**src/design/spq_pkg.sv**
```systemverilog
// Package: shared types and codes for the sorted priority queue.
`default_nettype none
package spq_pkg;

	localparam int DATA_W = 32;

	typedef enum logic {
		OP_INSERT = 1'b0,
		OP_REMOVE = 1'b1
	} op_t;

	typedef enum logic [1:0] {
		ST_OK    = 2'd0,
		ST_FULL  = 2'd1,
		ST_EMPTY = 2'd2
	} status_t;

	typedef struct packed {
		logic                     valid;
		logic                     le;
		logic signed [DATA_W-1:0] data;
	} link_t;

endpackage
`default_nettype wire

```
**src/design/sorted_priority_queue.sv**
```systemverilog
// Top level: sorted min-first priority queue built from a chain of slot cells.
// A result is registered and appears in the cycle after its item is accepted.
// Throughput: one insert or remove per cycle unless in_stall holds it; every
// slot updates in parallel from its neighbors, and the output register frees
// when its result is taken. Reset (arst_n low) empties the queue and drops
// any pending result; entry data is not cleared.
`default_nettype none
module sorted_priority_queue #(
	parameter int QUEUE_DEPTH = 16,
	localparam int CNT_W      = $clog2(QUEUE_DEPTH + 1)
) (
	input  wire                              clk,
	input  wire                              arst_n,
	input  wire                              in_valid,
	output logic                             in_stall,
	input  wire                              operation,
	input  wire signed [spq_pkg::DATA_W-1:0] value,
	output logic                             out_valid,
	input  wire                              out_stall,
	output logic [1:0]                       status,
	output logic signed [spq_pkg::DATA_W-1:0] removed_value,
	output logic [CNT_W-1:0]                 occupancy
);
	import spq_pkg::*;

	link_t                    links [QUEUE_DEPTH];
	link_t                    head_link;
	link_t                    tail_link;
	logic                     accept;
	logic                     is_remove;
	logic                     full;
	logic                     empty;
	logic                     ins_en;
	logic                     rem_en;
	logic                     out_valid_q;
	status_t                  status_q;
	logic signed [DATA_W-1:0] removed_q;
	logic [CNT_W-1:0]         count_q;
	logic [QUEUE_DEPTH-1:0]   valid_vec;

	assign head_link = '{valid: 1'b1, le: 1'b1, data: '0};
	assign tail_link = '{valid: 1'b0, le: 1'b0, data: '0};

	assign in_stall  = out_valid_q && out_stall;
	assign accept    = in_valid && !in_stall;
	assign is_remove = (operation == OP_REMOVE);
	assign full      = links[QUEUE_DEPTH-1].valid;
	assign empty     = !links[0].valid;
	assign ins_en    = accept && !is_remove && !full;
	assign rem_en    = accept && is_remove && !empty;

	for (genvar i = 0; i < QUEUE_DEPTH; i++) begin : g_cell
		assign valid_vec[i] = links[i].valid;
		spq_cell u_cell (
			.clk      (clk),
			.arst_n   (arst_n),
			.ins_en   (ins_en),
			.rem_en   (rem_en),
			.ins_val  (value),
			.prev_link((i == 0) ? head_link : links[(i == 0) ? 0 : i - 1]),
			.next_link((i == QUEUE_DEPTH - 1) ? tail_link
				: links[(i == QUEUE_DEPTH - 1) ? i : i + 1]),
			.link     (links[i])
		);
	end

	always_ff @(posedge clk or negedge arst_n) begin
		if (!arst_n) begin
			out_valid_q <= 1'b0;
			count_q     <= '0;
		end else begin
			if (accept) begin
				out_valid_q <= 1'b1;
			end else if (!out_stall) begin
				out_valid_q <= 1'b0;
			end
			if (ins_en) begin
				count_q <= count_q + CNT_W'(1);
			end else if (rem_en) begin
				count_q <= count_q - CNT_W'(1);
			end
		end
	end

	always_ff @(posedge clk) begin
		if (accept) begin
			if (is_remove) begin
				status_q  <= empty ? ST_EMPTY : ST_OK;
				removed_q <= empty ? '0 : links[0].data;
			end else begin
				status_q  <= full ? ST_FULL : ST_OK;
				removed_q <= '0;
			end
		end
	end

	assign out_valid     = out_valid_q;
	assign status        = status_q;
	assign removed_value = removed_q;
	assign occupancy     = count_q;

`ifndef NO_ASSERTIONS
	a_empty_count: assert property (@(posedge clk) disable iff (!arst_n)
		(count_q == '0) == empty)
		else $error("count and head slot disagree on empty");

	a_full_count: assert property (@(posedge clk) disable iff (!arst_n)
		(count_q == CNT_W'(QUEUE_DEPTH)) == full)
		else $error("count and tail slot disagree on full");

	a_valid_prefix: assert property (@(posedge clk) disable iff (!arst_n)
		((valid_vec + QUEUE_DEPTH'(1)) & valid_vec) == '0)
		else $error("occupied slots not contiguous from head");

	a_count_match: assert property (@(posedge clk) disable iff (!arst_n)
		$countones(valid_vec) == int'(count_q))
		else $error("count differs from occupied slots");

	a_status_legal: assert property (@(posedge clk) disable iff (!arst_n)
		out_valid_q |-> (status_q == ST_OK || status_q == ST_FULL
			|| status_q == ST_EMPTY))
		else $error("illegal status in output register");
`endif

endmodule
`default_nettype wire

```
**src/design/spq_cell.sv**
```systemverilog
// One queue slot: holds an entry and shifts data in from its neighbors.
`default_nettype none
module spq_cell (
	input  wire                            clk,
	input  wire                            arst_n,
	input  wire                            ins_en,
	input  wire                            rem_en,
	input  wire signed [spq_pkg::DATA_W-1:0] ins_val,
	input  wire spq_pkg::link_t            prev_link,
	input  wire spq_pkg::link_t            next_link,
	output spq_pkg::link_t                 link
);
	import spq_pkg::*;

	logic                     valid_q;
	logic signed [DATA_W-1:0] data_q;
	logic                     le;

	assign le = valid_q && (data_q <= ins_val);

	assign link.valid = valid_q;
	assign link.le    = le;
	assign link.data  = data_q;

	always_ff @(posedge clk or negedge arst_n) begin
		if (!arst_n) begin
			valid_q <= 1'b0;
		end else if (ins_en && !le) begin
			valid_q <= prev_link.valid;
		end else if (rem_en) begin
			valid_q <= next_link.valid;
		end
	end

	always_ff @(posedge clk) begin
		if (ins_en && !le) begin
			data_q <= prev_link.le ? ins_val : prev_link.data;
		end else if (rem_en) begin
			data_q <= next_link.data;
		end
	end

endmodule
`default_nettype wire
```
**config.mk**
```make
export PLATFORM = sky130hd
export DESIGN_NAME = sorted_priority_queue
export DESIGN_NICKNAME = d
export VERILOG_FILES = /design/src/design/spq_pkg.sv /design/src/design/sorted_priority_queue.sv /design/src/design/spq_cell.sv
export SDC_FILE = /design/constraint.sdc
export NUM_CORES = 2
export LEC_CHECK = 0
export BUFFER_PORTS_ARGS = -buffer_cell sky130_fd_sc_hd__buf_2
export CORE_ASPECT_RATIO = 0.6
export CORE_UTILIZATION = 45
export DETAILED_ROUTE_END_ITERATION = 10
export GPL_TIMING_DRIVEN = 0
export PLACE_DENSITY = 0.65
export SYNTH_ARGS = -nofsm -noshare
export SYNTH_HDL_FRONTEND = slang
export SYNTH_SLANG_ARGS = --single-unit
```
**constraint.sdc**
```tcl
create_clock -name clk -period 6.4 [get_ports clk]
set_clock_uncertainty 0.2 [all_clocks]
set_input_delay 0.32 -clock clk [delete_from_list [all_inputs] [get_ports clk]]
set_output_delay 0.32 -clock clk [all_outputs]
set_load 0.01 [all_outputs]
```
## After elaboration in Yosys (flattened, before gate mapping)

Cells that the tools add are included.

- Add/subtract/negate cells: 2
- Multiply operators: 0
- Div/mod/pow operators: 0
- Magnitude comparators: 16
- Equal/unequal tests: 1
- Shift operators: 0
- Multiplexer cells: 86
- Bitwise logic cells: 0
- Reductions and logical operators: 75

Operators by type and width:

| kind | number |
|---|---|
| 2-to-1 mux 32 bit | 47 |
| <= comparator 32 bit | 16 |
| logical AND 1 bit | 38 |
| 2-to-1 mux 1 bit | 35 |
| nonzero test 2 bit | 17 |
| zero test 1 bit | 19 |
| 2-to-1 mux 5 bit | 2 |
| adder 5 x 1 -> 5 bit (second input constant) | 1 |
| subtractor 5 x 1 -> 5 bit (second input constant) | 1 |
| 2-to-1 mux 2 bit | 2 |
| != test 2 x 1 -> 1 bit (second input constant) | 1 |
| AND reduction 2 bit | 1 |

- Register bits after elaboration: 568
- Bits in latches: 0
- Memory bits (writable): 0
- Memory bits (read-only): 0
- Logic and storage cells: 216
- Memories kept: 0

## Longest topological paths before layout

- Word-level depth: 7
- Depth in mapped cells: 13
- Gate-level depth less buffers: 10

## Modules after synthesis

Synthesis repeated with hierarchy kept, for this count alone.

- Cell total of the unflattened synthesis: 3822
- Area, all modules: 46343.2 um2

By module, submodules not included:

| module | times used | cells an instance | area an instance (um2) | seq. area each (um2) |
|---|---|---|---|---|
| spq_cell | 16 | 232 | 2792.7 | 985.9 |
| sorted_priority_queue | 1 | 110 | 1660.3 | 1171.1 |

## Worst setup path before layout

OpenSTA, ideal clock, no wires.

- Path type: input -> register
- From: in value[29] in the netlist's numbering
- To: reg g_cell[1].u_cell.data_q[0] (enable)
- Setup time: 0.466 ns
- Arrival time: 4.893 ns
- Setup slack: 0.842 ns
- Stages: 11
- Cell sequence: inv_1 > ha_1 > a21o_1 > a21o_1 > a221oi_1 > o21ai_0 > a311o_1 > clkbuf_1 > clkbuf_1 > clkbuf_1 > o21ai_0

- Cells in the longest elaborated chain, start to end: 5

RTL lines:

| item | line | RTL |
|---|---|---|
| from (decl) | sorted_priority_queue.sv:17 | `input wire signed [spq_pkg::DATA_W-1:0] value,` |
| <= comparator 32 bit | spq_cell.sv:19 | `assign le = valid_q && (data_q <= ins_val);` |
| logical AND 1 bit | spq_cell.sv:19 |  |
| zero test 1 bit | spq_cell.sv:36 | `if (ins_en && !le) begin` |
| logical AND 1 bit | spq_cell.sv:36 |  |
| nonzero test 2 bit (no line) | - |  |
| to (signal assigned) | spq_cell.sv:37 | `data_q <= prev_link.le ? ins_val : prev_link.data;` |
| to (signal assigned) | spq_cell.sv:39 | `data_q <= next_link.data;` |
| to (decl) | spq_cell.sv:16 | `logic signed [DATA_W-1:0] data_q;` |

No other way between the ends.
A chain may end at the register's enable or synchronous reset.

## Final worst setup path

- From: in value[19] in the netlist's numbering
- To: reg g_cell[0].u_cell.data_q[7] (enable)

- Cells in the longest elaborated chain, start to end: 5

RTL lines:

| item | line |
|---|---|
| <= comparator 32 bit | spq_cell.sv:19 |
| logical AND 1 bit | spq_cell.sv:19 |
| zero test 1 bit | spq_cell.sv:36 |
| logical AND 1 bit | spq_cell.sv:36 |
| nonzero test 2 bit (no line) | - |
| to (signal assigned) | spq_cell.sv:37 |
| to (signal assigned) | spq_cell.sv:39 |
| to (decl) | spq_cell.sv:16 |

No other way between the ends.

==> flow_metrics.env <==
export IMPL_leakagePower_nw=18.1
export IMPL_die_span_in_x_um=387
export IMPL_worst_setup_path_endpoint="g_cell[0].u_cell.data_q[7]"
export IMPL_worst_setup_path_end_kind="flop"
export IMPL_number_of_enable_flip_flop_cells_after_synthesis=546
export IMPL_route_final_wire_length_um=131000
export IMPL_grt_setup_unrepaired="no"
export IMPL_globalplace_congestion=0.986
export IMPL_ir_drop_mv=0.313
export IMPL_detailedPlacementHpwl_um=107000
export IMPL_globalRouteMet2Util_pct=38.1
export IMPL_cts_tree="yes"
export IMPL_chipHeight_um=233
export IMPL_hold_ws_ns=0.0416
export IMPL_use_met1_pct=44.4
export IMPL_core_area_mm2=0.0878
export IMPL_critical_path_arrival_ns=5.83
export IMPL_post_cts_setup_buffer_count=0
export IMPL_worst_setup_path_type="in2reg"
export IMPL_drt_first_pass_iters=8
export IMPL_timing_final_crit_period_ns=5.86
export IMPL_final_hold_viols=0
export IMPL_insertion_delay_ns=0.67
export IMPL_layout_cells_most_common_list="sky130_fd_sc_hd__a21oi_1, sky130_fd_sc_hd__edfxtp_1, sky130_fd_sc_hd__ha_1"
export IMPL_tightest_slew_ns=1.44
export IMPL_io_buffers=76
export IMPL_cts_hold_buffers=5
export IMPL_layout_area_overhead_vs_synth_pct=9.94
export IMPL_clk_pin_slew_ns=0.06
export IMPL_crit_fanout=32
export IMPL_synth_distinct_cells=71
export IMPL_layout_worst_path_cycle_share_pct=91.5
export IMPL_setup_violations_final=0
export IMPL_layout_commonest_cell="sky130_fd_sc_hd__a21oi_1"
export IMPL_filler_cell_count=8095
export IMPL_r2r_worst_path_cells=11
export IMPL_worst_slew_margin_rel_pct=3.75
export IMPL_postCtsResizedCells=0
export IMPL_start_util_pct=45.6
export IMPL_fmax_mhz=171
export IMPL_grt_util_met3_pct=5.71
export IMPL_via_per_inst=6.30
export IMPL_non_filler_cell_area_final_mm2=0.0440
export IMPL_cts_sink_count=568
export IMPL_yosys_most_used_dff="sky130_fd_sc_hd__edfxtp_1"
export IMPL_rows=84
export IMPL_power_density_mw_per_mm2=324
export IMPL_synth_seq_area_share_pct=42.4
export IMPL_cts_buffer_depth=3
export IMPL_startpoint_type="input port"
export IMPL_post_drt_wl_per_cell_um=25.0
export IMPL_grt_pass1_wl_um=191000
export IMPL_syn_inst=3870
export IMPL_crit_start="value[19]"
export IMPL_number_of_nets_still_failing_antenna_checks_after_routing=0
export IMPL_vias=32900
export IMPL_r2r_start="g_cell[0].u_cell.data_q[19]"
export IMPL_number_of_buffers_inserted_during_clock_tree_synthesis=58
export IMPL_slew_viol_final=0
export IMPL_timing_max_cap_violations=0
export IMPL_cts_root_buf="sky130_fd_sc_hd__clkbuf_16"
export IMPL_min_delay_path_class="in2reg"
export IMPL_grt_pass1_vias=30600
export IMPL_share_of_final_layout_standard_cells_stronger_than_drive_strength_1_pct=8.76
export IMPL_total_power_w=0.0142
export IMPL_synthesized_area_per_cell_um2=10.3
export IMPL_dieArea_mm2=0.0901
export IMPL_grt_usage_pct=28.2
export IMPL_async_reset_ff_share_pct=3.87
export IMPL_setup_slack_on_the_worst_flop_to_flop_path_ns=0.88
export IMPL_nets=4538
export IMPL_instance_area_after_placement_mm2=0.0420
export IMPL_dr_first_iter_drc_count=4066
export IMPL_most_used_layer_global_route="met1"
export IMPL_cp_data_required_time_ns=6.37
export IMPL_grt_remaining_overflow=0
export IMPL_net_count_of_the_mapped_netlist=4391
export IMPL_cell_area_after_synthesis_mm2=0.0400
export IMPL_antenna_violations_before_repair=6
export IMPL_grt_max_degree=36
export IMPL_ys_warn_count=0
export IMPL_synth_ff_latch_count=568
export IMPL_drt_drc=0
export IMPL_outcome="completed"
export IMPL_htreeDepth=2
export IMPL_reg2reg_to="g_cell[0].u_cell.data_q[7]"
export IMPL_ios=78
export IMPL_setup_tns_final_ns=0
-- Yosys cell counts (all sizes together) (4+ instances only) --
library cell	count	share of area, %
nand2b	13	0.20
o21a	16	0.30
mux2	189	5.3
or4	5	0.094
o31ai	38	0.71
and3	38	0.59
nor2	261	2.5
a21o	86	1.6
nor4	19	0.30
a221o	4	0.10
a2111oi	5	0.11
a31oi	68	1.1
or3	7	0.11
a2111o	5	0.14
nor3	80	1.0
o311ai	4	0.088
o211ai	21	0.39
mux2i	300	7.5
nor2b	28	0.44
buf	26	0.26
nand3b	4	0.075
o21ai	163	2.0
dfrtp	22	1.4
nand4	134	2.1
a211oi	11	0.21
edfxtp	546	41
inv	80	0.75
a21oi	564	7.1
ha	483	15
clkbuf	230	2.2
nand3	119	1.5
nand2	225	2.1
and2	5	0.078
a221oi	8	0.18
and4	10	0.22
-- worst min-delay path by stage --
stage | cells past startpoint | slack, ns | startpoint | end
global placement | 1 | 0.20 | arst_n | occupancy[4]
CTS | 3 | 0.004 | value[31] | g_cell[5].u_cell.data_q[31]
floorplan | 0 | -0.18 | arst_n | g_cell[0].u_cell.valid_q
finish | 3 | 0.04 | value[27] | g_cell[2].u_cell.data_q[27]
detailed placement | 1 | 0.20 | arst_n | occupancy[4]
global route | 3 | 0.06 | value[24] | g_cell[2].u_cell.data_q[24]
-- critical path, cell delays in order --
cell and delay [ns]:
sky130_fd_sc_hd__buf_2 0.33, sky130_fd_sc_hd__inv_1 0.55, sky130_fd_sc_hd__ha_1 0.54, sky130_fd_sc_hd__and4_1 0.22, sky130_fd_sc_hd__nand2_1 0.06, sky130_fd_sc_hd__nor3_1 0.65
sky130_fd_sc_hd__o311ai_0 0.49, sky130_fd_sc_hd__nand4_1 0.20, sky130_fd_sc_hd__mux2i_1 0.72, sky130_fd_sc_hd__or3_1 0.21, sky130_fd_sc_hd__clkbuf_1 0.33, sky130_fd_sc_hd__clkbuf_1 0.52
sky130_fd_sc_hd__nand2_2 0.63
-- flip-flops by register name, indices dropped and copies added (netlist names) --
register,count
occupancy,5
out_valid,1
removed_value,32
g_cell.u_cell.data_q,512
g_cell.u_cell.valid_q,16
status,2
-- cell families after synthesis --
logic type	Yosys count	synth area share, %
compound gates	1033	14.9
simple gates	956	11.4
buf+inv	336	3.17
fa+ha+maj	484	15.2
xor+xnor	4	0.0876
mux	489	12.8
flops	568	42.4
-- layer usage --
layer	vias to the layer above	part of all wire [%]	routed length [µm]
met4	0	2.4	3180
li1	15200	-	-
met1	15800	47	62000
met3	218	12	15800
met5	-	0	0
met2	1727	38	49700
-- power by group --
| group | total (W) | internal (W) | switching [W] |
|---|---|---|---|
| clock network | 0.00348 | 0.00190 | 0.00158 |
| registers | 0.00576 | 0.00509 | 0.000674 |
| logic | 0.00500 | 0.00193 | 0.00307 |
-- through the flow --
stage                     instances  worst slack, ns  util, %
after floorplan                3870            0.842        -
after global placement         5107            -1.43     47.7
after detailed placement       5113           -0.447     47.9
after CTS                      5225            0.240     50.1
after global routing           5229            0.364     50.1
final                          5230            0.543     50.1
-- cell type report --
type / instances / area [µm²] / share of cell area (%)
clock inverters: 30 / 246 / 0.561
plain buffers: 256 / 970 / 2.21
repair buffers: 87 / 579 / 1.32
flip-flops and latches: 568 / 16900 / 38.6
diodes: 5 / 12.5 / 0.0285
clock buffers: 77 / 1590 / 3.63
inverters: 80 / 300 / 0.683
well taps: 1161 / 1450 / 3.30
multi-input cells: 2966 / 21900 / 49.7
Note: power is estimated with default switching activity, not from simulation.
